===== src/hdl/sss_ram.sv =====
// Generic RAM: one write port and two read ports, read data registered.
// Read during write of the same address returns the old word.
// No dependencies.
`timescale 1ns / 1ps
`default_nettype none

module sss_ram #(
	parameter int WIDTH = 8,
	parameter int DEPTH = 256,
	localparam int AW = (DEPTH > 1) ? $clog2(DEPTH) : 1
) (
	input  wire logic             clk,
	input  wire logic             wr_en,
	input  wire logic [AW-1:0]    wr_addr,
	input  wire logic [WIDTH-1:0] wr_data,
	input  wire logic             rd_en_a,
	input  wire logic [AW-1:0]    rd_addr_a,
	output logic      [WIDTH-1:0] rd_data_a,
	input  wire logic             rd_en_b,
	input  wire logic [AW-1:0]    rd_addr_b,
	output logic      [WIDTH-1:0] rd_data_b
);

	logic [WIDTH-1:0] mem [DEPTH];

	// write, and register both reads
	always_ff @(posedge clk) begin
		if (wr_en) begin
			mem[wr_addr] <= wr_data;
		end
		if (rd_en_a) begin
			rd_data_a <= mem[rd_addr_a];
		end
		if (rd_en_b) begin
			rd_data_b <= mem[rd_addr_b];
		end
	end

endmodule

`default_nettype wire


===== config.mk =====
export PLATFORM = sky130hd
export DESIGN_NAME = sss_ram
export DESIGN_NICKNAME = d
export VERILOG_FILES = /design/src/hdl/sss_ram.sv
export SDC_FILE = /design/constraint.sdc
export NUM_CORES = 2
export LEC_CHECK = 0
export ABC_CLOCK_PERIOD_IN_PS = 4750
export BUFFER_PORTS_ARGS = -buffer_cell sky130_fd_sc_hd__buf_2
export CORE_ASPECT_RATIO = 2
export CORE_UTILIZATION = 55
export CTS_CLUSTER_DIAMETER = 200
export CTS_CLUSTER_SIZE = 12
export DETAILED_ROUTE_END_ITERATION = 8
export PLACE_DENSITY = 0.77
export SLEW_MARGIN = 20
export SYNTH_ARGS = -nofsm -noshare
export SYNTH_HDL_FRONTEND = slang
export SYNTH_SLANG_ARGS = --single-unit

===== constraint.sdc =====
create_clock -name clk -period 4.75 [get_ports clk]
set_input_delay 0.2375 -clock clk [delete_from_list [all_inputs] [get_ports clk]]
set_output_delay 0.2375 -clock clk [all_outputs]
set_load 0.02 [all_outputs]

Word-level counts from Yosys, hierarchy flattened
Memory sizes are Yosys's and may differ from the RTL's. A register that Yosys moved wholly into a read port is not among the register bits.
Index checks and enable logic that the tools add are counted.

operators by class
  muxes and demuxes = 2

operator list
  operator          number
  1-bit 2-to-1 mux  2

word-level totals
  bits in registers = 0
  RAM bits = 2048
  input port bits = 36
  output and inout bits = 16
  word-level logic and storage cells = 3
  memories = 1

memories
  memory  words  width  rd ports  clocked after Yosys merged registers in  wr ports  RTL line  source
  mem     256    8      2         2                                        1         24        logic [WIDTH-1:0] mem [DEPTH];

Logic depth before layout (Yosys ltp)
  depth in word-level cells = 2
  gate-level depth with buffers = 12
  depth with buffers taken out = 6

Worst setup path before layout
Ideal clock, no wire load.

  path kind = input -> register
  from = input rd_addr_b[0]
  to = register rd_data_b[0] (read register of mem) (data pin)
  setup time = 0.277 ns
  arrival time = 2.139 ns
  required time = 4.473 ns
  setup slack = 2.335 ns
  stages = 9
  path buffers = 3
  cell sequence = buf_4 buf_6 buf_2 mux4_2 mux4_2 nand2_1 a21oi_1 a21oi_1 a221oi_2

RTL lines
  what                RTL line  source
  start: declaration  20        input wire logic [AW-1:0] rd_addr_b,
  end: declaration    21        output logic [WIDTH-1:0] rd_data_b

==> impl_metrics.json <==
{
  "status": "finished, violations left",
  "violations": "DRC",
  "via_count": 56900,
  "dp_slack_ns": 0.742,
  "worst_pin_slew_ns": 1.30,
  "rrSetupSlack_ns": 1.28,
  "ir_drop_mv": 0.297,
  "min_period_over_period": 0.731,
  "area_delta_synth_final_pct": 8.97,
  "synth_top_area_frac": 0.638,
  "synth-async-reset-ratio": 0,
  "antenna_found_initial": 25,
  "die_w_um": 299,
  "instances_no_fill": 7346,
  "cts_buffer_depth": 4,
  "grt_pass1_wl_mm": 449,
  "synth_cells": 4847,
  "post_drt_wl_per_cell_um": 43.8,
  "cap_violations": 0,
  "wirelength_mm": 322,
  "grt_pass1_vias": 58900,
  "rr_worst_depth": 6,
  "fin_setup_tns_ns": 0,
  "max-slew-margin-rel": 0.128,
  "ys_seq_area_frac": 0.638,
  "cts_tree": "built",
  "fin_util": 0.604,
  "dieHeight_um": 596,
  "fin_skew_ns": 0.0700,
  "avgSynthCellArea_um2": 20.0,
  "worst_slack_ns": 1.28,
  "rows": 217,
  "finalHoldViolCount": 0,
  "core-area_mm2": 0.175,
  "power_leakage_nw": 33.0,
  "worstSetupPathType": "reg2reg",
  "r2r_start": "mem[27][3]",
  "p_per_area_mw_per_mm2": 355,
  "synth_top_area_cell": "edfxtp_1",
  "synthFlopType": "edfxtp_1",
  "post_cts_buffers": 0,
  "startpoint_type": "register",
  "hpwl_mm": 218,
  "drc": 3,
  "hold_path_depth": 1,
  "hold_path.startpoint": "wr_data[6]",
  "cp.required_ns": 5.27,
  "rsz0062_at_grt": "no",
  "grt_max_degree": 177,
  "final-setup-viol-count": 0,
  "synth_edf_count": 2064,
  "share_comb_of_total_power": 0.095,
  "boundaryPins": 52,
  "r2r-end": "rd_data_a[3]",
  "p_sw_frac": 0.232,
  "end_kind": "register",
  "start_util": 0.555,
  "netlist_area_mm2": 0.0971,
  "drt_iter0_markers": 8452,
  "via_per_inst": 7.74,
  "min_to": "mem[127][6]",
  "placed_cells": 7119,
  "arrival_ns": 3.99,
  "crit_fanout": 2,
  "finalMaxSlewViolations": 0,
  "die_area_mm2": 0.178,
  "cts_root_buf": "clkbuf_16",
  "gp_congestion": 1.05,
  "postRouteAntennaNets": 0,
  "clkLatencyLatePin_ns": 0.84,
  "cts_sinks": 2064,
  "drive_above_1_share": 0.339,
  "synth_common_cells": "edfxtp_1, mux4_2, nor2_1",
  "htree_levels": 4,
  "clkPwrFrac": 0.369,
  "port_buffers": 51,
  "p_int_mw": 28.8,
  "synthMostInstantiatedCell": "edfxtp_1",
  "dr.pass1.iters": 9,
  "ys_ff_latch": 2064,
  "grt_overflow_total": 0,
  "layout_min_cycle_time_ns": 3.47,
  "synthTopCellsByArea": "edfxtp_1, mux4_2, mux2i_1",
  "syn_nets": 4883,
  "path_clk_slew_ns": 0.07,
  "min_path_type": "in2reg",
  "grt_usage": 0.366,
  "synth_cell_types": 64,
  "seqPwrFrac": 0.537,
  "nFillCells": 12000,
  "numCtsBuffers": 197,
  "max_freq_mhz": 288,
  "ys.warnings.count": 0,
  "p_sw_mw": 8.73,
  "nets": 5061
}
flip-flops by register name, indices dropped and copies added, names as in the netlist:
register	flops
mem	2048
rd_data_b	8
rd_data_a	8
through the flow:
step	total power, mW	cell area [um2]	hold WS [ns]
after floorplan	22.5	97100	0.336
after global placement	23.9	101000	0.645
after detailed placement	24.0	101000	0.649
after global routing	38.1	106000	0.0403
after CTS	37.4	106000	0.00182
final	37.6	106000	0.0205
per-layer routing:
metal,part of all wire,track usage,vias up
met5,0.00025,0,-
met4,0.12,0.347,12
met3,0.11,0.0893,1597
met2,0.50,0.603,4808
met1,0.28,0.381,29200
li1,-,-,21300
critical path, cell delays in order, from the launching register on:
cell and delay, ns:
edfxtp_1 0.38, mux4_2 0.51, mux4_2 0.62, a22oi_1 0.73
nand3_1 0.48, o21ai_0 0.31, a211oi_1 0.11
logic make-up after synthesis:
group,Yosys count,synth area share
flops,2064,0.638
mux,1325,0.272
simple gates,591,0.0269
compound gates,466,0.0353
buf+inv,401,0.0273
cells in the final DEF (no fill, tap or decap), types with 48 or more instances in the layout:
cell type	Yosys	layout
o22ai_1	48	48
a22oi_1	62	62
buf_4	42	282
mux2i_1	236	236
nor2_1	298	279
a21oi_1	79	78
clkbuf_16	0	201
nand3_1	52	52
edfxtp_1	2064	2064
nand2_1	114	114
o221ai_1	65	65
mux4_2	1051	1051
final cells by class:
| class | instances | area [um2] | share of cell area |
|---|---|---|---|
| multi-input combinational | 2382 | 32600 | 0.308 |
| timing repair buffer | 374 | 3300 | 0.0312 |
| clock buffer | 201 | 5030 | 0.0475 |
| sequential | 2064 | 62000 | 0.586 |
| clock inverter | 1 | 8.76 | 0.0000827 |
| tap | 2299 | 2880 | 0.0272 |
| inverter | 6 | 26.3 | 0.000248 |
| antenna | 19 | 47.5 | 0.000449 |
how the worst max path moves through the flow:
stage	slack (ns)	to	cells past startpoint	from
4_1_cts	1.57	rd_data_a[3]	6	mem[27][3]
6_report	1.28	rd_data_a[3]	6	mem[27][3]
3_5_place_dp	0.74	rd_data_b[2]	9	rd_addr_b[0]
3_3_place_gp	0.77	rd_data_b[2]	9	rd_addr_b[0]
5_1_grt	1.32	rd_data_a[3]	6	mem[27][3]
2_1_floorplan	2.33	rd_data_b[0]	9	rd_addr_b[0]
what timing repair did:
| item | CTS | global route |
|---|---|---|
| endpoints found under the hold margin | 87 | 0 |
| gates resized for setup | 0 | 0 |
| hold buffers | 5 | 0 |
power groups by stage:
stage	Clock (mW)	Sequential, mW	Combinational [mW]
finish	13.8	20.2	3.56
global route	14.3	20.1	3.58
floorplan	0	20.5	1.99
global placement	0	20.5	3.38
detailed placement	0	20.5	3.42
CTS	13.9	20.2	3.43
Note: power is estimated with default switching activity, not from simulation.
