[src/hdl/sss_pkg.sv]
// Shared types and constants of the sparse set store.
// Holds the status and mode codes, the result record and the write-enable group.
// No dependencies.
`timescale 1ns / 1ps
`default_nettype none

package sss_pkg;

	// fixed widths of the request and result fields
	localparam int MODE_W   = 2;
	localparam int ENT_ID_W = 8;
	localparam int WORD_W   = 32;
	localparam int STATUS_W = 3;
	localparam int SLOT_W   = 8;
	localparam int COUNT_W  = 9;

	typedef enum logic [MODE_W-1:0] {
		MODE_ADD    = 2'd0,
		MODE_REMOVE = 2'd1,
		MODE_GET    = 2'd2
	} mode_t;

	typedef enum logic [STATUS_W-1:0] {
		ST_ADDED       = 3'd0,
		ST_OVERWRITTEN = 3'd1,
		ST_REMOVED     = 3'd2,
		ST_ABSENT      = 3'd3,
		ST_FOUND       = 3'd4,
		ST_FULL        = 3'd5
	} status_t;

	// one finished result as it leaves the commit stage
	typedef struct packed {
		status_t              status;
		logic [SLOT_W-1:0]    slot;
		logic [COUNT_W-1:0]   count;
	} result_t;

	// write strobes of the three memories
	typedef struct packed {
		logic sparse;
		logic owner;
		logic words;
	} wr_en_t;

endpackage

`default_nettype wire

[src/hdl/sss_admit.sv]
// Admission stage: per-entity presence bits, held count and request decode.
// Decides the outcome of each request at the cycle it is taken.
// Depends on sss_pkg.
`timescale 1ns / 1ps
`default_nettype none

module sss_admit
	import sss_pkg::*;
#(
	parameter int CAPACITY = 256,
	localparam int ENT_N = (CAPACITY < 256) ? CAPACITY : 256,
	localparam int ENT_W = $clog2(ENT_N),
	localparam int IDX_W = $clog2(CAPACITY),
	localparam int CNT_W = $clog2(CAPACITY + 1)
) (
	input  wire logic                clk,
	input  wire logic                arst_n,
	input  wire logic                accept,
	input  wire logic [MODE_W-1:0]   mode,
	input  wire logic [ENT_ID_W-1:0] entity_id,
	output status_t                  op,
	output logic      [ENT_W-1:0]    ent,
	output logic      [IDX_W-1:0]    slot_new,
	output logic      [IDX_W-1:0]    last,
	output logic      [CNT_W-1:0]    count_after
);

	localparam logic [16:0] CAP_L = 17'(CAPACITY);

	logic [ENT_N-1:0] present_q;
	logic [CNT_W-1:0] count_q;
	logic             in_range;
	logic             present;
	logic             full;

	// look up the entity and the fill level
	assign in_range = (17'(entity_id) < CAP_L);
	assign ent      = entity_id[ENT_W-1:0];
	assign present  = in_range && present_q[ent];
	assign full     = (count_q == CNT_W'(CAPACITY));
	assign slot_new = count_q[IDX_W-1:0];
	assign last     = IDX_W'(count_q - CNT_W'(1));

	// decide the outcome of the request
	always_comb begin
		op = ST_ABSENT;
		if (in_range) begin
			unique case (mode)
				MODE_ADD: begin
					if (present) begin
						op = ST_OVERWRITTEN;
					end else if (full) begin
						op = ST_FULL;
					end else begin
						op = ST_ADDED;
					end
				end
				MODE_REMOVE: begin
					if (present) begin
						op = ST_REMOVED;
					end
				end
				MODE_GET: begin
					if (present) begin
						op = ST_FOUND;
					end
				end
				default: op = ST_ABSENT;
			endcase
		end
	end

	// count after this request
	always_comb begin
		case (op)
			ST_ADDED:   count_after = count_q + CNT_W'(1);
			ST_REMOVED: count_after = count_q - CNT_W'(1);
			default:    count_after = count_q;
		endcase
	end

	// advance presence bits and count on each taken request
	always_ff @(posedge clk or negedge arst_n) begin
		if (!arst_n) begin
			present_q <= '0;
			count_q   <= '0;
		end else if (accept) begin
			count_q <= count_after;
			if (op == ST_ADDED) begin
				present_q[ent] <= 1'b1;
			end else if (op == ST_REMOVED) begin
				present_q[ent] <= 1'b0;
			end
		end
	end

endmodule

`default_nettype wire

[config.mk]
export PLATFORM = sky130hd
export DESIGN_NAME = sss_admit
export DESIGN_NICKNAME = d
export VERILOG_FILES = /design/src/hdl/sss_pkg.sv /design/src/hdl/sss_admit.sv
export SDC_FILE = /design/constraint.sdc
export NUM_CORES = 1
export LEC_CHECK = 0
export BUFFER_PORTS_ARGS = -buffer_cell sky130_fd_sc_hd__buf_2
export CAP_MARGIN = 20
export CORE_UTILIZATION = 40
export CTS_CLUSTER_DIAMETER = 30
export CTS_CLUSTER_SIZE = 14
export DETAILED_ROUTE_END_ITERATION = 12
export PLACE_DENSITY = 0.55
export REMOVE_ABC_BUFFERS = 1
export SETUP_SLACK_MARGIN = 0.4
export SKIP_LAST_GASP = 1
export SYNTH_ARGS = -nofsm -noshare
export SYNTH_HDL_FRONTEND = slang
export SYNTH_SLANG_ARGS = --single-unit
[constraint.sdc]
create_clock -name clk -period 9.3 [get_ports clk]
set_input_delay 0.465 -clock clk [delete_from_list [all_inputs] [get_ports clk]]
set_output_delay 0.465 -clock clk [all_outputs]
set_load 0.02 [all_outputs]
Word-level counts from Yosys, hierarchy flattened
Index checks and enable logic that the tools add are counted.
{"block": "word_totals", "elab_cells": 30, "out_inout_bits": 36, "reg_bits": 265, "input_bits": 13}
{"block": "classes", "n_eq_ne": 4, "addsub": 2, "bitwise": 3, "reduce_logical": 5, "magnitude_cmp": 2, "muxes": 12}
{"op": "two-way mux 256 bit", "n": 2}
{"op": "bitwise AND 256 bit", "n": 1}
{"op": "NOT 256 bit", "n": 1}
{"op": "bitwise OR 256 bit", "n": 1}
{"op": "one-hot mux 9 bit (2 select lines)", "n": 1}
{"op": "adder 9 x 1 -> 9 bit, second input constant", "n": 1}
{"op": "equality test 9 bit, second input constant", "n": 1}
{"op": "less-than comparator 8 x 9 -> 1 bit, second input constant", "n": 1}
{"op": "two-way mux 3 bit", "n": 3}
{"op": "one-hot mux 3 bit (3 select lines)", "n": 1}
{"op": "subtractor 9 x 1 -> 9 bit, second input constant", "n": 1}
{"op": "binary-select mux 1 bit (select 8 bit)", "n": 1}
{"op": "demux 1 bit (select 8 bit)", "n": 1}
{"op": "greater-or-equal comparator 8 x 1 -> 1 bit, second input constant", "n": 1}
{"op": "equality test 3 x 2 -> 1 bit, second input constant", "n": 1}
{"op": "zero test 3 bit", "n": 1}
{"op": "two-way mux 1 bit", "n": 3}
{"op": "equality test 2 x 1 -> 1 bit, second input constant", "n": 1}
{"op": "equality test 2 bit, second input constant", "n": 1}
{"op": "zero test 2 bit", "n": 1}
{"op": "AND reduction 2 bit", "n": 1}
{"op": "nonzero test 2 bit", "n": 1}
{"op": "logical AND 1 bit", "n": 1}

Depth between registers and ports, before layout
{"block": "logic_depth", "word_depth": 8, "mapped_depth": 16, "mapped_depth_nobuf": 9}

Least setup slack after synthesis
Ideal clock, no wire load.
{"block": "synth_path", "path_type": "input-to-output", "from": "in entity_id[1]", "to": "out count_after[2]", "n_path_buf": 6, "setup_slack_ns": 5.332, "t_arrival_ns": 3.503, "stages": 15, "t_required_ns": 8.835, "path_cell_list": "buf_6 buf_6 buf_4 buf_2 mux2i_1 a22oi_1 a21oi_1 nor4_1 or4_4 or2_1 buf_6 nand2_1 buf_2 mux2i_1 xor2_1"}
{"block": "synth_via", "elab_chain_len": 6, "elab_cells_between_ends": 9, "classes_between": "1 x eq/ne; 7 x mux; 1 x reduce/logical"}
{"element": "start, declared", "line_no": "sss_admit.sv:20", "text": "input wire logic [ENT_ID_W-1:0] entity_id,"}
{"element": "binary-select mux 1 bit (select 8 bit) (*)", "line_no": "sss_admit.sv:39", "text": "assign present = in_range && present_q[ent];"}
{"element": "two-way mux 1 bit (implied by the code) (*)", "line_no": "sss_admit.sv:39"}
{"element": "two-way mux 3 bit (tied with other cells)", "line_no": "sss_admit.sv:64", "text": "if (present) begin"}
{"element": "one-hot mux 3 bit (3 select lines) (*)", "line_no": "sss_admit.sv:48", "text": "unique case (mode)"}
{"element": "equality test 3 x 2 -> 1 bit / zero test 3 bit (equally long branches)", "line_no": "sss_admit.sv:75", "text": "case (op)"}
{"element": "one-hot mux 9 bit (2 select lines) (*)", "line_no": "sss_admit.sv:75"}
{"element": "end, declared", "line_no": "sss_admit.sv:25", "text": "output logic [CNT_W-1:0] count_after"}
Mark *: on every way between the ends. The rest lies on a longest branch, timed or not. The select of a mux whose other input is x is not followed.

Worst setup path after layout
{"block": "layout_path", "from": "in entity_id[1]", "to": "out count_after[8]"}
Same word-level chain as after synthesis.

==> flow_summary.toml <==
[logic_synthesis]
synthCells = 1370
ys_seq_area_share_pct = 41.2
yosys_register_bits = 265
ys_warn_count = 0
synth_cell_types = 57
syn-cell-area_um2 = 16100
synth_top_cell_area_share_pct = 41.2
syn_area_per_cell_um2 = 11.7
synth_area_leaders = "dfrtp_1, mux2_1, a211oi_1"
synthFlopType = "dfrtp_1"
ys_async_sr_fraction_pct = 100
synth_area_leader_cell = "dfrtp_1"
synth-edff-count = 0

[drt]
routed_via_density = 5.99
drc_errors = 0
wl_per_cell_um = 23.0
initialDrtViolationCount = 784
routed_wirelength_mm = 44.4
drt_first_pass_iters = 5
via_count = 11600
antenna_left = 0

[setup_path]
criticalPathCategory = "input pin to primary output"
cp.arrival_ps = 5010
crit_family = "buffers and inverters"
cp_slowest_cell = "buf_4"
slowest_delay_ps = 770
crit_chain = "buf_6 > buf_4 > mux4_2 > nor2b_1 > a211oi_1 > nor4_1 > a21oi_1 > nand4_1 > nand2_1 > mux2i_1 > xor2_1 > buf_2"
cp_num_buf_inv = 3
crit_fanout = 51
crit_required_ps = 8840
endpoint_kind = "primary output"
cp-start-kind = "input pin"

[timing]
tightest_slew_ps = 1330
hold_violations = 9
rsz0062_at_grt = "false"
setup_slack_ps = 3820
final.min_clock_period_ps = 5480
finalCritPeriodShare_pct = 58.9
clock_skew_ps = 15.2
slew-limit-headroom_pct = 11.0
fmax_ghz = 0.183
whs_ps = -23.5
slew_viol_final = 0
setup_viol = 0

[clock_network]
cts_setup_buffers = 0
cts_root_buf = "clkbuf_16"
cts_tree = "done"
cts_resized = 0
clock_sinks = 265
cts_buffers = 75
postCtsHoldBufs = 0
clk_pin_slew_ps = 40
clkLatencyLatePin_ps = 570
cts.path.max_buffers = 3
htree_levels = 3

[outcome]
violations = "negative hold slack"
status = "finished, violations left"

[die]
die_x_um = 203
placementRows = 73
die_h_um = 203
core_area_um2 = 39700
dieArea_um2 = 41000
start_util_pct = 40.5
io_pins = 49

[placement]
portBuffers = 48
gp_congestion = 0.766
dp_hpwl_mm = 23.2
place_ws_ps = 3420

[pwr]
power.density_nw_per_um2 = 241
total_power_w = 0.00456
p_leak_nw = 8.34
irDropWorstVdd_mv = 0.120

[finish]
area_delta_synth_final_pct = 17.5
multi_input_area_um2 = 8320
fillCellCount = 3590
drive_above_1_share_pct = 22.4
register_area_um2 = 6630
antenna_cells = 0
fin_nets = 1360

[grt]
grt_pass1_wl_mm = 71.1
grt-ovfl-total = 0
grt_util_all_layers_pct = 22.0
antenna_found_initial = 0
grt_max_degree = 259
first_global_vias = 12000

[run]
maxCapViolations = 0

[hold_path]
min_path_type = "input pin to async pin"
==> power by group <==
part | switching [W] | leakage (nW) | internal, W
logic | 0.000378 | 3.28 | 0.000147
clock network | 0.000764 | 1.37 | 0.00205
registers | 0.0000433 | 3.69 | 0.00118
total | 0.00118 | 8.34 | 0.00338
==> worst reg2reg max path, stage by stage, from the launching register on <==
cell,delay [ps]
dfrtp_1,380
mux4_2,470
nor2b_1,160
a211oi_1,280
nor4_1,130
or4_4,530
or2_1,360
nand3_4,580
buf_4,710
a211oi_1,270
mux2_1,360
==> worst paths after layout <==
check | from | cells past startpoint | slack, ps | endpoint
max | entity_id[1] | 12 | 3820 | count_after[8]
min | arst_n | 1 | -20 | async pin
max reg2reg | flop | 10 | 4950 | flop
min reg2reg | flop | 1 | 480 | flop
max in group asynchronous | arst_n | 2 | 7990 | async pin
min in group clk | accept | 2 | 390 | count_q[7]
==> synthesized netlist by cell type, drive strengths merged (7+ instances only) <==
library cell  number
a211oi           261
a21oi             11
a22oi             38
buf              129
clkbuf            46
dfrtp            265
inv                7
mux2             256
mux2i             95
mux4              24
nand2             85
nand2b             7
nand3             26
nor2              18
nor2b              8
nor3              12
xor2              12
==> routing by layer <==
metal	up-vias	wire length (µm)	GRT usage, %	part of all wire (%)
met1	5944	20300	30.3	46
met4	0	1110	8.30	2.5
li1	5228	-	-	-
met2	316	20500	33.9	46
met5	-	0	0	0
met3	87	2540	4.46	5.7
==> layout make-up <==
type	instances	area share, %
clock buffers	105	11.4
clock inverters	35	3.22
inverters	7	0.139
multi-input cells	923	44.0
flip-flops and latches	265	35.1
well taps	525	3.48
repair buffers	72	2.60
==> kinds of logic after synthesis <==
kind of cell | synth area share, %
buffers and inverters | 7.37
muxes | 27.9
DFF | 41.2
AOI/OAI and AO/OA | 16.9
and+or+nand+nor | 5.44
adders and majority gates | 0.233
xor gates and xnor gates | 0.980
==> through the flow <==
step	utilization (%)	instances	TNS, ps	instance area, µm²
finish	47.6	1932	0	18900
global route	47.6	1932	0	18900
CTS	47.6	1932	0	18900
detailed placement	40.6	1792	0	16100
global placement	40.6	1791	0	16100
floorplan	-	1195	-715980	14900
==> cell usage in the layout (no fill, tap or decap), types with 11 or more instances in the layout <==
cell       count
xor2_1        12
mux2i_1       95
a21oi_1       11
a22oi_1       38
clkbuf_8      13
bufinv_16     16
mux2_4        30
clkbuf_1      15
dfrtp_1      265
buf_2         46
clkinv_2      14
a211oi_2      31
mux2_1       210
buf_4         19
mux2_2        16
clkbuf_16     77
nor2_1        16
a211oi_1     230
nand3_1       24
nor3_1        11
mux4_2        24
nand2_1       85
Power figures use the tool's default switching activity.
