--- src/hdl/sss_pkg.sv ---
// Shared types and constants of the sparse set store.
// Holds the status and mode codes, the result record and the write-enable group.
// No dependencies.
`timescale 1ns / 1ps
`default_nettype none

package sss_pkg;

	// fixed widths of the request and result fields
	localparam int MODE_W   = 2;
	localparam int ENT_ID_W = 8;
	localparam int WORD_W   = 32;
	localparam int STATUS_W = 3;
	localparam int SLOT_W   = 8;
	localparam int COUNT_W  = 9;

	typedef enum logic [MODE_W-1:0] {
		MODE_ADD    = 2'd0,
		MODE_REMOVE = 2'd1,
		MODE_GET    = 2'd2
	} mode_t;

	typedef enum logic [STATUS_W-1:0] {
		ST_ADDED       = 3'd0,
		ST_OVERWRITTEN = 3'd1,
		ST_REMOVED     = 3'd2,
		ST_ABSENT      = 3'd3,
		ST_FOUND       = 3'd4,
		ST_FULL        = 3'd5
	} status_t;

	// one finished result as it leaves the commit stage
	typedef struct packed {
		status_t              status;
		logic [SLOT_W-1:0]    slot;
		logic [COUNT_W-1:0]   count;
	} result_t;

	// write strobes of the three memories
	typedef struct packed {
		logic sparse;
		logic owner;
		logic words;
	} wr_en_t;

endpackage

`default_nettype wire

--- src/hdl/sss_commit.sv ---
// Commit stage: holds one decoded request, merges memory read data with the
// previous write, and issues the memory writes of that request.
// Depends on sss_pkg.
`timescale 1ns / 1ps
`default_nettype none

module sss_commit
	import sss_pkg::*;
#(
	parameter int CAPACITY = 256,
	parameter int DATA_WIDTH = 32,
	localparam int ENT_N = (CAPACITY < 256) ? CAPACITY : 256,
	localparam int ENT_W = $clog2(ENT_N),
	localparam int IDX_W = $clog2(CAPACITY),
	localparam int CNT_W = $clog2(CAPACITY + 1)
) (
	input  wire logic                  clk,
	input  wire logic                  arst_n,
	input  wire logic                  load,
	input  wire logic                  fire,
	input  wire status_t               op_in,
	input  wire logic [ENT_W-1:0]      ent_in,
	input  wire logic [IDX_W-1:0]      slot_new_in,
	input  wire logic [IDX_W-1:0]      last_in,
	input  wire logic [CNT_W-1:0]      count_in,
	input  wire logic [DATA_WIDTH-1:0] word_in,
	input  wire logic [IDX_W-1:0]      sp_rd_data,
	input  wire logic [ENT_W-1:0]      own_rd_data,
	input  wire logic [DATA_WIDTH-1:0] wrd_rd_data,
	output wr_en_t                     wr_en,
	output logic      [ENT_W-1:0]      sp_wr_addr,
	output logic      [IDX_W-1:0]      sp_wr_data,
	output logic      [IDX_W-1:0]      own_wr_addr,
	output logic      [ENT_W-1:0]      own_wr_data,
	output logic      [IDX_W-1:0]      wrd_wr_addr,
	output logic      [DATA_WIDTH-1:0] wrd_wr_data,
	output logic                       get_rd_en,
	output logic      [IDX_W-1:0]      get_rd_addr,
	output logic                       valid_s1,
	output result_t                    result
);

	status_t               op_s1;
	logic [ENT_W-1:0]      ent_s1;
	logic [IDX_W-1:0]      slot_new_s1;
	logic [IDX_W-1:0]      last_s1;
	logic [CNT_W-1:0]      count_s1;
	logic [DATA_WIDTH-1:0] word_s1;

	wr_en_t                fwd_en_s2;
	logic [ENT_W-1:0]      fwd_sp_addr_s2;
	logic [IDX_W-1:0]      fwd_sp_data_s2;
	logic [IDX_W-1:0]      fwd_own_addr_s2;
	logic [ENT_W-1:0]      fwd_own_data_s2;
	logic [IDX_W-1:0]      fwd_wrd_addr_s2;
	logic [DATA_WIDTH-1:0] fwd_wrd_data_s2;

	wr_en_t                wr_en_c;
	logic [IDX_W-1:0]      idx;
	logic [ENT_W-1:0]      last_ent;
	logic [DATA_WIDTH-1:0] last_word;
	logic [IDX_W-1:0]      slot_c;

	// hold the request taken at the admission stage
	always_ff @(posedge clk or negedge arst_n) begin
		if (!arst_n) begin
			valid_s1 <= 1'b0;
		end else if (load) begin
			valid_s1 <= 1'b1;
		end else if (fire) begin
			valid_s1 <= 1'b0;
		end
	end

	always_ff @(posedge clk) begin
		if (load) begin
			op_s1       <= op_in;
			ent_s1      <= ent_in;
			slot_new_s1 <= slot_new_in;
			last_s1     <= last_in;
			count_s1    <= count_in;
			word_s1     <= word_in;
		end
	end

	// reads may be issued as the previous write lands: take that write instead
	assign idx = (fwd_en_s2.sparse && (fwd_sp_addr_s2 == ent_s1))
		? fwd_sp_data_s2 : sp_rd_data;
	assign last_ent = (fwd_en_s2.owner && (fwd_own_addr_s2 == last_s1))
		? fwd_own_data_s2 : own_rd_data;
	assign last_word = (fwd_en_s2.words && (fwd_wrd_addr_s2 == last_s1))
		? fwd_wrd_data_s2 : wrd_rd_data;

	// build the writes of this request
	always_comb begin
		wr_en_c     = '0;
		sp_wr_addr  = ent_s1;
		sp_wr_data  = slot_new_s1;
		own_wr_addr = slot_new_s1;
		own_wr_data = ent_s1;
		wrd_wr_addr = slot_new_s1;
		wrd_wr_data = word_s1;
		slot_c      = '0;
		case (op_s1)
			ST_ADDED: begin
				wr_en_c = '{sparse: 1'b1, owner: 1'b1, words: 1'b1};
				slot_c  = slot_new_s1;
			end
			ST_OVERWRITTEN: begin
				wr_en_c.words = 1'b1;
				wrd_wr_addr   = idx;
				slot_c        = idx;
			end
			ST_REMOVED: begin
				// move the last entry into the freed slot
				wr_en_c     = '{sparse: 1'b1, owner: 1'b1, words: 1'b1};
				sp_wr_addr  = last_ent;
				sp_wr_data  = idx;
				own_wr_addr = idx;
				own_wr_data = last_ent;
				wrd_wr_addr = idx;
				wrd_wr_data = last_word;
				slot_c      = idx;
			end
			ST_FOUND: begin
				slot_c = idx;
			end
			default: slot_c = '0;
		endcase
	end

	assign wr_en       = fire ? wr_en_c : '0;
	assign get_rd_en   = fire && (op_s1 == ST_FOUND);
	assign get_rd_addr = idx;

	assign result.status = op_s1;
	assign result.slot   = SLOT_W'(slot_c);
	assign result.count  = COUNT_W'(count_s1);

	// keep the latest write for the next request's reads
	always_ff @(posedge clk or negedge arst_n) begin
		if (!arst_n) begin
			fwd_en_s2 <= '0;
		end else if (fire) begin
			fwd_en_s2 <= wr_en_c;
		end
	end

	always_ff @(posedge clk) begin
		if (fire) begin
			fwd_sp_addr_s2  <= sp_wr_addr;
			fwd_sp_data_s2  <= sp_wr_data;
			fwd_own_addr_s2 <= own_wr_addr;
			fwd_own_data_s2 <= own_wr_data;
			fwd_wrd_addr_s2 <= wrd_wr_addr;
			fwd_wrd_data_s2 <= wrd_wr_data;
		end
	end

endmodule

`default_nettype wire

--- config.mk ---
export PLATFORM = sky130hd
export DESIGN_NAME = sss_commit
export DESIGN_NICKNAME = d
export VERILOG_FILES = /design/src/hdl/sss_pkg.sv /design/src/hdl/sss_commit.sv
export SDC_FILE = /design/constraint.sdc
export NUM_CORES = 1
export LEC_CHECK = 0
export ABC_AREA = 1
export BUFFER_PORTS_ARGS = -buffer_cell sky130_fd_sc_hd__buf_2
export CAP_MARGIN = 0
export CORE_MARGIN = 2
export CORE_UTILIZATION = 45
export DETAILED_ROUTE_END_ITERATION = 10
export HOLD_SLACK_MARGIN = 0.15
export PLACE_DENSITY = 0.76
export SYNTH_ARGS = -nofsm -noshare
export SYNTH_HDL_FRONTEND = slang
export SYNTH_SLANG_ARGS = --single-unit
--- constraint.sdc ---
create_clock -name clk -period 1.75 [get_ports clk]
set_clock_uncertainty 0.15 [all_clocks]
set_input_delay 0.175 -clock clk [delete_from_list [all_inputs] [get_ports clk]]
set_output_delay 0.175 -clock clk [all_outputs]
set_load 0.05 [all_outputs]
==> results.yml, run 1 <==
floorplanning:
  rows: 43
  fp.dieH_um: 122
  start_util: 0.456
  fp.dieW_um: 122
  io_pins: 225
run_status:
  failed_stage: "global routing"
  error: "[ERROR DPL-0038] Utilization greater than 100%, impossible to legalize"
  status: "aborted with a tool error"
timing:
  worst-ep-kind: "output port"
  crit_endpoint: "result[15]"
synth:
  yosysUniqueCellTypes: 29
  ys_top_cells_by_area: "edfxtp_1, nand2_1, nand3_1"
  avgSynthCellArea_um2: 9.07
  ys_warn_count: 0
  synth_seq_cells: 127
  netlist_instances: 693
  syn-cell-area_um2: 6280
  synth_top_area_frac: 0.593
  yosysTopAreaCell: "edfxtp_1"
  syn-num-nets: 813
  synth.yosys.seq_area_share: 0.605
clocking:
  cts-root-buf: "clkbuf_16"
  clock_path_buffers: 2
  cts_sinks: 127
  htree_num_levels: 4
  numCtsBuffers: 17
placement:
  portBuffers: 224
  place_inst: 1151
  dp.final_hpwl_mm: 13.0
  gp_congestion: 0.820
grt:
  grt_max_degree: 38
[stage by stage]
stage	TNS (ps)	hold WS [ps]	utilization	area [um2]	worst slack [ps]
4_1_cts	-62570	120	0.909	12500	-686
3_5_place_dp	-29840	-172	0.669	9220	-420
3_3_place_gp	-26550	-174	0.669	9220	-343
2_1_floorplan	-22840	-271	-	7410	-282
[cell usage after synthesis]
| cell type | instances |
|---|---|
| clkinv_1 | 2 |
| a21oi_4 | 1 |
| nand2_1 | 231 |
| edfxtp_1 | 124 |
| o21ai_1 | 1 |
| and2_1 | 8 |
| o21ai_0 | 1 |
| clkbuf_1 | 6 |
| buf_4 | 20 |
| a21oi_1 | 1 |
| nand2_2 | 3 |
| nor2_1 | 17 |
| or2_1 | 1 |
| inv_2 | 1 |
| nand2_4 | 1 |
| a21oi_2 | 1 |
| or2_0 | 1 |
| nor2_4 | 2 |
| nand3_1 | 119 |
| buf_2 | 10 |
| nand4_1 | 1 |
| xor2_1 | 3 |
| inv_1 | 128 |
| a21o_1 | 1 |
| nor2_2 | 2 |
| xnor2_1 | 1 |
| o21bai_1 | 1 |
| nand3_2 | 2 |
| dfrtp_1 | 3 |
[what timing repair did]
action / CTS
gates cloned: 4
endpoints found under the setup margin: 148
resized for setup: 380
endpoints found under the hold margin: 166
pin swaps: 59
hold buffers: 113
buffers inserted: 24
[cell families after synthesis]
logic type	share of synthesized area
AOI/OAI and AO/OA	0.00876
xor gates and xnor gates	0.00558
buffers and inverters	0.114
DFF	0.605
and+or+nand+nor	0.267
==> run 2: changes to the inputs <==
CORE_UTILIZATION = 40   (was 45)
HOLD_SLACK_MARGIN = default   (was 0.15)
PLACE_DENSITY = default   (was 0.76)
PLACE_DENSITY_LB_ADDON = 0.15   (was default)
clock period = 2.3 ns   (was 1.75 ns; I/O delays follow)
==> results.yml, run 2 <==
grt:
  grtUsageTotal: 0.229
  overflow: 0
  antenna_found_initial: 1
  grt_max_degree: 39
  grt_pass1_vias: 5843
  grt_pass1_wl_mm: 28.9
worst_setup_path:
  arrival_ps: 2070
  start_kind: "register"
  crit_path_max_fanout: 8
  end_kind: "output pin"
  crit_type: "reg -> out"
  crit_required_ps: 1920
final_layout:
  multi_input_area_um2: 2500
  syn2layout_area_growth_pct: 68.5
  fillCellCount: 1115
  drive_gt1_frac: 0.417
  seqCellArea_um2: 3800
  largestRegisters: "fwd_wrd_data_s2 (32), word_s1 (32), count_s1 (9)"
  fin_util: 0.694
  nets: 1126
  final_common_cell: "nand2_1"
  final_cell_mix: "nand2_1, buf_2, inv_1"
timing:
  slew_viol_final: 0
  hold_viol: 0
  setup_viol: 88
  setup_ws_ps: -148
  period_minus_slack_ps: 2450
  finalSetupTns_ps: -7180
  finalCritPeriodShare: 1.06
  clock.fmax_mhz: 408
  worst_pin_slew_ps: 393
  max_slew_margin: 0.738
  rsz0062_at_grt: "true"
  whs_ps: 73.8
floorplanning:
  start_util: 0.412
  io_pins: 225
  core_area_um2: 15300
  fp.dieH_um: 129
  fp.dieW_um: 129
  rows: 45
  die-area_um2: 16700
drt:
  drc: 0
  drt-initial-drc-count: 251
  drtAntennaViolNets: 0
  vias: 5780
  wl_per_cell_um: 15.6
  wirelength_mm: 19.2
  dr.pass1.iters: 4
  detail_route.vias_per_cell: 4.70
min_path:
  hold_class: "in -> reg"
power:
  ir_worst_vdd_v: 0.000557
  p_per_area_nw_per_um2: 729
  leakagePower_nw: 4.94
synth:
  yosysUniqueCellTypes: 29
  avgSynthCellArea_um2: 9.07
  yosysMostFrequentCell: "nand2_1"
  synth.yosys.seq_area_share: 0.605
  synthArstFlopShare: 0.0236
  yosys-top-cells-count: "nand2_1, inv_1, edfxtp_1, nand3_1, buf_4"
  synth_seq_cells: 127
  syn-cell-area_um2: 6280
  yosysTopAreaCell: "edfxtp_1"
  ys_warn_count: 0
  synth_ff_type: "edfxtp_1"
  netlist_instances: 693
  syn-num-nets: 813
  ys_top_cells_by_area: "edfxtp_1, nand2_1, nand3_1"
  synth_edf_count: 124
  synth_top_area_frac: 0.593
clocking:
  cts-root-buf: "clkbuf_16"
  clock_path_buffers: 2
  clk_latency_ps: 420
  cts_sinks: 127
  cts_tree: "yes"
  path_clk_slew_ps: 60
  numCtsBuffers: 17
  htree_num_levels: 4
placement:
  portBuffers: 224
  gp_congestion: 0.774
  dp_slack_ps: 202
  dp.final_hpwl_mm: 11.7
run_status:
  status: "finished with violations"
  failed_checks: "negative setup slack"
flow_run:
  cap_violations: 0
## run 2: cell counts after synthesis
Identical to the previous run, type by type.
## run 2: worst paths after layout
kind	cells past startpoint	endpoint	slack, ps	startpoint
min in group asynchronous	3	fwd_en_s2[2]	550	arst_n
min reg2reg	1	valid_s1	340	valid_s1
min	5	fwd_wrd_data_s2[31]	70	wrd_rd_data[31]
max reg2reg	8	fwd_own_data_s2[6]	280	last_s1[2]
max	9	result[15]	-150	fwd_own_data_s2[0]
max in group asynchronous	3	valid_s1	1300	arst_n
## run 2: cell type report
type / instances / share of cell area
flip-flops and latches: 127 / 0.359
repair buffers: 330 / 0.279
multi-input cells: 399 / 0.236
inverters: 131 / 0.0464
clock buffers: 18 / 0.0405
well taps: 211 / 0.0249
clock inverters: 14 / 0.0136
diodes: 1 / 0.000236
## run 2: critical path: stages, from the launching register on
cell,delay [ps]
edfxtp_1,390
inv_2,90
or2_0,100
nand3_1,110
nor2_4,250
nand2_8,200
nand2_4,150
nand3_2,90
nand2_2,110
buf_6,160
## run 2: routing by layer
metal / share of wire / vias up / wire (um) / track usage
met3: 0.061 / 40 / 1170 / 0.0723
li1: - / 2839 / - / -
met2: 0.52 / 210 / 10000 / 0.389
met1: 0.39 / 2691 / 7570 / 0.273
met4: 0.025 / 0 / 476 / 0.0818
met5: 0 / - / 0 / 0
## run 2: kinds of logic (layout without fill, tap and decap cells)
family / after synthesis / count (layout) / share of synthesized area
compound gates: 7 / 7 / 0.00876
xor+xnor: 4 / 4 / 0.00558
buf+inv: 167 / 493 / 0.114
flops: 127 / 127 / 0.605
other cells: 0 / 1 / 0
simple gates: 388 / 388 / 0.267
## run 2: timing repair
| item | CTS | global route |
|---|---|---|
| hold buffers | 72 | 0 |
| buffers inserted | 11 | 5 |
| pin swaps | 42 | 42 |
| hold endpoints to repair | 78 | 0 |
| gates resized for setup | 325 | 61 |
| setup endpoints to repair | 88 | 88 |
## run 2: metrics by stage
step | total power, mW | cell area [um2] | cells
2_1_floorplan | 4.05 | 6370 | 693
3_3_place_gp | 4.49 | 7730 | 1110
3_5_place_dp | 4.50 | 7730 | 1110
4_1_cts | 7.66 | 10300 | 1225
5_1_grt | 8.02 | 10600 | 1231
6_report | 7.72 | 10600 | 1231
## run 2: power by group
part / internal [mW] / switching (mW) / total [mW]
sequential: 2.78 / 0.0817 / 2.86
clock: 1.59 / 1.02 / 2.61
combinational: 0.846 / 1.40 / 2.25
total: 5.21 / 2.51 / 7.72
Note: power is estimated with default switching activity, not from simulation.
==> run 3: changes to the inputs <==
REMOVE_ABC_BUFFERS = 1   (was default)
==> results.yml, run 3 (synthesized netlist as in run 2, its figures left out) <==
timing:
  setup_viol: 88
  max_slew_margin: 0.572
  finalCritPeriodShare: 1.10
  rsz0062_at_grt: "true"
  setup_ws_ps: -232
  clock.fmax_mhz: 395
  period_minus_slack_ps: 2530
  worst_pin_slew_ps: 641
  slew_viol_final: 0
  hold_viol: 0
worst_setup_path:
  crit_chain: "buf_6 -> nand2_2 -> nand2_2 -> inv_1 -> nand3_2 -> nor2_4 -> buf_12 -> buf_12 -> nand3_1 -> nand3_1 -> nand2_2 -> buf_6"
  start_kind: "register"
  r2r_cells: 12
  cp_common_cell: "nand2_2"
  end_kind: "output pin"
  arrival_ps: 2150
  reg2reg_setup_slack_ps: 120
  cp_slowest_cell: "edfxtp_1"
  path_buf_inv: 5
  crit_cells: 12
  max_stage_delay_ps: 450
  crit_path_start: "last_s1[7]"
  timing.rr.start: "ent_s1[6]"
  r2r_end: "fwd_own_addr_s2[1]"
  crit_required_ps: 1920
  crit_type: "reg -> out"
  setup.worst_path.end: "wrd_wr_data[9]"
  critPathTopFamily: "buffers and inverters"
  crit_path_max_fanout: 8
floorplanning:
  rows: 45
  start_util: 0.412
  core_area_um2: 15300
  fp.dieW_um: 129
  io_pins: 225
  die-area_um2: 16700
  fp.dieH_um: 129
drt:
  drtAntennaViolNets: 0
  dr.pass1.iters: 7
  detail_route.vias_per_cell: 4.74
  wl_per_cell_um: 16.6
  wirelength_mm: 21.0
  drc: 0
  drt-initial-drc-count: 346
  vias: 6015
final_layout:
  final_cell_mix: "buf_2, edfxtp_1, inv_1, nand2_1, nand2_2"
  diodes: 0
  largestRegisters: "fwd_wrd_data_s2 (32), word_s1 (32), count_s1 (9)"
  final_common_cell: "buf_2"
  drive_gt1_frac: 0.531
  final_area_um2: 11400
  nets: 1164
  syn2layout_area_growth_pct: 81.9
power:
  switching_share: 0.331
  p_clk_frac: 0.334
  p_per_area_nw_per_um2: 697
  leakagePower_nw: 5.20
  ir_worst_vdd_v: 0.000552
  totalPowerFinal_mw: 7.97
  p_sw_mw: 2.63
  seq_power_share: 0.359
  p_int_mw: 5.33
  comb_power_share: 0.307
clocking:
  clock_path_buffers: 2
  cts_sinks: 127
  clk_latency_ps: 420
  cts_tree: "yes"
  htree_num_levels: 4
  numCtsBuffers: 17
  path_clk_slew_ps: 60
  cts-root-buf: "clkbuf_16"
placement:
  dp.final_hpwl_mm: 11.7
  placed_area_um2: 7620
  gp_congestion: 0.848
  portBuffers: 224
run_status:
  failed_checks: "negative setup slack"
  status: "finished with violations"
grt:
  grt_pass1_wl_mm: 28.6
  antenna_found_initial: 1
  overflow: 0
  grt_pass1_vias: 5789
  grt_max_degree: 46
  grtUsageTotal: 0.227
flow_run:
  cap_violations: 0
min_path:
  hold_class: "in -> reg"
[run 3: cell types whose count changed in the layout (fill, tap and decap cells not counted), sizes merged]
cell,delta
buf,+36
clkbuf,+3
clkinv,-4
clkinvlp,+1
diode,-1
dlygate4sd3,-2
inv,+4
[run 3: routing by layer]
metal  track usage  part of all wire  up-vias
met5             0           0.00062        -
met4        0.0691             0.016        2
met3        0.0628             0.055       33
met2         0.411              0.54      205
met1         0.263              0.39     2873
li1              -                 -     2902
[run 3: area by class of cell]
class	instances	area, um2
inverter	131	497
sequential	127	3800
tap	211	264
clock buffer	17	425
multi-input combinational	399	2890
clock inverter	15	160
timing repair buffer	368	3400
fill	1012	3830
[run 3: tightest hold or removal path: stages]
cell and delay [ps]:
buf_2 140, inv_1 120, a21o_1 120
[run 3: repair_timing]
item | CTS | global route
hold buffers | 70 | 0
buffers inserted | 22 | 31
resized for setup | 320 | 221
hold endpoints to repair | 71 | 0
gates cloned | 1 | 5
setup endpoints to repair | 88 | 88
pin swaps | 31 | 117
[run 3: power by group through the flow]
| stage | Combinational [mW] | Sequential, mW | Clock, mW |
|---|---|---|---|
| 6_report | 2.44 | 2.86 | 2.66 |
| 5_1_grt | 2.57 | 2.88 | 2.79 |
| 4_1_cts | 2.12 | 2.85 | 2.70 |
| 3_5_place_dp | 1.58 | 2.90 | 0 |
| 3_3_place_gp | 1.57 | 2.89 | 0 |
| 2_1_floorplan | 1.02 | 2.95 | 0 |
[run 3: stage by stage]
step	utilization	hold slack (ps)	worst slack (ps)	cells	setup TNS, ps
after floorplan	-	-216	-1150	657	-108140
after global placement	0.499	-113	185	1108	0
after detailed placement	0.499	-108	146	1108	0
after CTS	0.668	63.1	-129	1233	-5680
after global routing	0.749	84.0	-325	1268	-20720
final	0.749	90.6	-232	1268	-11900
[run 3: how the worst min path moves through the flow]
stage,startpoint,to,slack (ps),cells after the start
6_report,fire,valid_s1,90,3
5_1_grt,fire,valid_s1,80,3
2_1_floorplan,arst_n,fwd_en_s2[0],-220,0
3_3_place_gp,arst_n,valid_s1,-110,1
3_5_place_dp,arst_n,valid_s1,-110,1
4_1_cts,wrd_rd_data[28],fwd_wrd_data_s2[28],60,5
==> run 4: changes to the inputs <==
ABC_AREA = default   (was 1)
GPL_ROUTABILITY_DRIVEN = 0   (was default)
==> results.yml, run 4 <==
power:
  totalPowerFinal_mw: 8.40
  leakagePower_nw: 4.52
  ir_worst_vdd_v: 0.000565
  p_per_area_nw_per_um2: 731
grt:
  grt_max_degree: 65
  grtUsageTotal: 0.257
  grt_pass1_wl_mm: 32.4
  grt_pass1_vias: 6294
  overflow: 0
  antenna_found_initial: 0
clocking:
  path_clk_slew_ps: 60
  cts-root-buf: "clkbuf_16"
  numCtsBuffers: 17
  cts_sinks: 127
  cts_tree: "yes"
  clock_path_buffers: 2
  clk_latency_ps: 420
  htree_num_levels: 4
synth:
  yosysMostFrequentCell: "edfxtp_1"
  ys_top_cells_by_area: "edfxtp_1, nand2_1, o311ai_0"
  synthArstFlopShare: 0.0236
  synth_ff_type: "edfxtp_1"
  avgSynthCellArea_um2: 11.7
  synth.yosys.seq_area_share: 0.615
  ys_warn_count: 0
  synth_edf_count: 124
  synth_top_area_frac: 0.603
  syn-cell-area_um2: 6170
  yosys-top-cells-count: "edfxtp_1, nand2_1, nand3_1, o311ai_0, or4_1"
  yosysUniqueCellTypes: 32
  netlist_instances: 526
  yosysTopAreaCell: "edfxtp_1"
  synth_seq_cells: 127
final_layout:
  nets: 1008
  final_area_um2: 11500
  syn2layout_area_growth_pct: 86.1
  final_cell_mix: "buf_2, edfxtp_1, buf_4"
  drive_gt1_frac: 0.563
  final_common_cell: "buf_2"
  largestRegisters: "fwd_wrd_data_s2 (32), word_s1 (32), count_s1 (9)"
floorplanning:
  io_pins: 225
  fp.dieW_um: 128
  core_area_um2: 15100
  rows: 45
  die-area_um2: 16400
  fp.dieH_um: 128
  start_util: 0.408
min_path:
  hold_class: "in -> reg"
timing:
  setup_ws_ps: -417
  clock.fmax_mhz: 368
  period_minus_slack_ps: 2720
  max_slew_margin: 0.611
  worst_pin_slew_ps: 583
  finalCritPeriodShare: 1.18
  rsz0062_at_grt: "true"
  setup_viol: 91
  hold_viol: 0
  slew_viol_final: 0
  finalSetupTns_ps: -27570
flow_run:
  cap_violations: 0
drt:
  dr.pass1.iters: 5
  drc: 0
  drtAntennaViolNets: 0
  detail_route.vias_per_cell: 5.72
  drt-initial-drc-count: 400
  vias: 6238
  wl_per_cell_um: 21.4
  wirelength_mm: 23.3
worst_setup_path:
  setup.worst_path.end: "wrd_wr_addr[4]"
  max_stage_delay_ps: 440
  crit_required_ps: 1920
  r2r_end: "fwd_wrd_data_s2[21]"
  reg2reg_setup_slack_ps: -100
  start_kind: "register"
  timing.rr.start: "last_s1[2]"
  crit_path_start: "fwd_own_data_s2[4]"
  end_kind: "output pin"
  cp_slowest_cell: "edfxtp_1"
  r2r_cells: 9
  arrival_ps: 2340
  crit_type: "reg -> out"
  crit_chain: "xnor2_2 -> and4_4 -> buf_12 -> nand4_1 -> a31oi_2 -> buf_6"
  crit_path_max_fanout: 5
run_status:
  failed_checks: "negative setup slack"
  status: "finished with violations"
placement:
  placed_area_um2: 7680
  portBuffers: 224
  dp.final_hpwl_mm: 11.7
run 4: changes by cell type after synthesis, sizes merged, moves of 4 or more:
cell / previous run / this run
or4: 0 / 32
clkbuf: 6 / 28
nand3: 121 / 36
nand2: 235 / 93
and2: 8 / 2
o211ai: 0 / 8
inv: 129 / 1
o311ai: 0 / 40
xnor2: 1 / 25
nor2: 21 / 26
o31ai: 0 / 16
nand4: 1 / 19
a31oi: 0 / 24
buf: 30 / 34
run 4: area by class of cell:
class | instances | area [um2]
sequential | 127 | 3800
fill | 902 | 3660
timing repair buffer | 405 | 3570
multi-input combinational | 336 | 3280
clock buffer | 18 | 429
tap | 188 | 235
clock inverter | 14 | 168
inverter | 1 | 3.75
antenna | 1 | 2.50
run 4: critical path: cells and delay by family (launching register included):
family | cells | cell delay (ps)
buffers and inverters | 2 | 330
AND/OR/NAND/NOR | 2 | 550
flip-flops | 1 | 440
XOR/XNOR | 1 | 250
AO/OA/AOI/OAI | 1 | 340
run 4: stage by stage:
step	cells	util	setup WS, ps	hold WS (ps)
2_1_floorplan	464	-	-2600	-216
3_3_place_gp	926	0.507	-84.1	-118
3_5_place_dp	926	0.507	-77.4	-115
4_1_cts	1065	0.700	-349	20.1
5_1_grt	1089	0.758	-486	35.0
6_report	1090	0.759	-417	42.0
run 4: what timing repair did:
action                                 in CTS  in global routing
endpoints found under the hold margin      71                  0
setup endpoints to repair                  89                108
pin swaps                                  46                 34
gates cloned                                2                  7
resized for setup                         325                117
setup buffers                              35                 22
hold buffers                               70                  0
run 4: logic make-up after synthesis:
kind of cell / count (synthesis) / share of synthesized area
compound gates: 94 / 0.117
xor+xnor: 26 / 0.0369
buf+inv: 63 / 0.0566
flops: 127 / 0.615
simple gates: 216 / 0.174
run 4: power breakdown:
group	internal, mW	leakage [nW]	switching [mW]
clock network	1.70	0.278	1.03
registers	2.78	1.25	0.117
logic	1.10	2.99	1.68
run 4: per-layer routing:
metal	wire length, um	track usage	part of all wire
met1	9090	0.303	0.39
met2	12100	0.446	0.52
met3	1440	0.0630	0.062
met4	657	0.114	0.028
met5	0	0	0
run 4: worst min-delay path by stage:
stage	startpoint	to	slack, ps	cells after the start
final	wrd_rd_data[23]	fwd_wrd_data_s2[23]	40	3
after global placement	arst_n	valid_s1	-120	1
after global routing	wrd_rd_data[26]	fwd_wrd_data_s2[26]	40	3
after detailed placement	arst_n	valid_s1	-120	1
after CTS	wrd_rd_data[23]	fwd_wrd_data_s2[23]	20	3
after floorplan	arst_n	fwd_en_s2[0]	-220	0
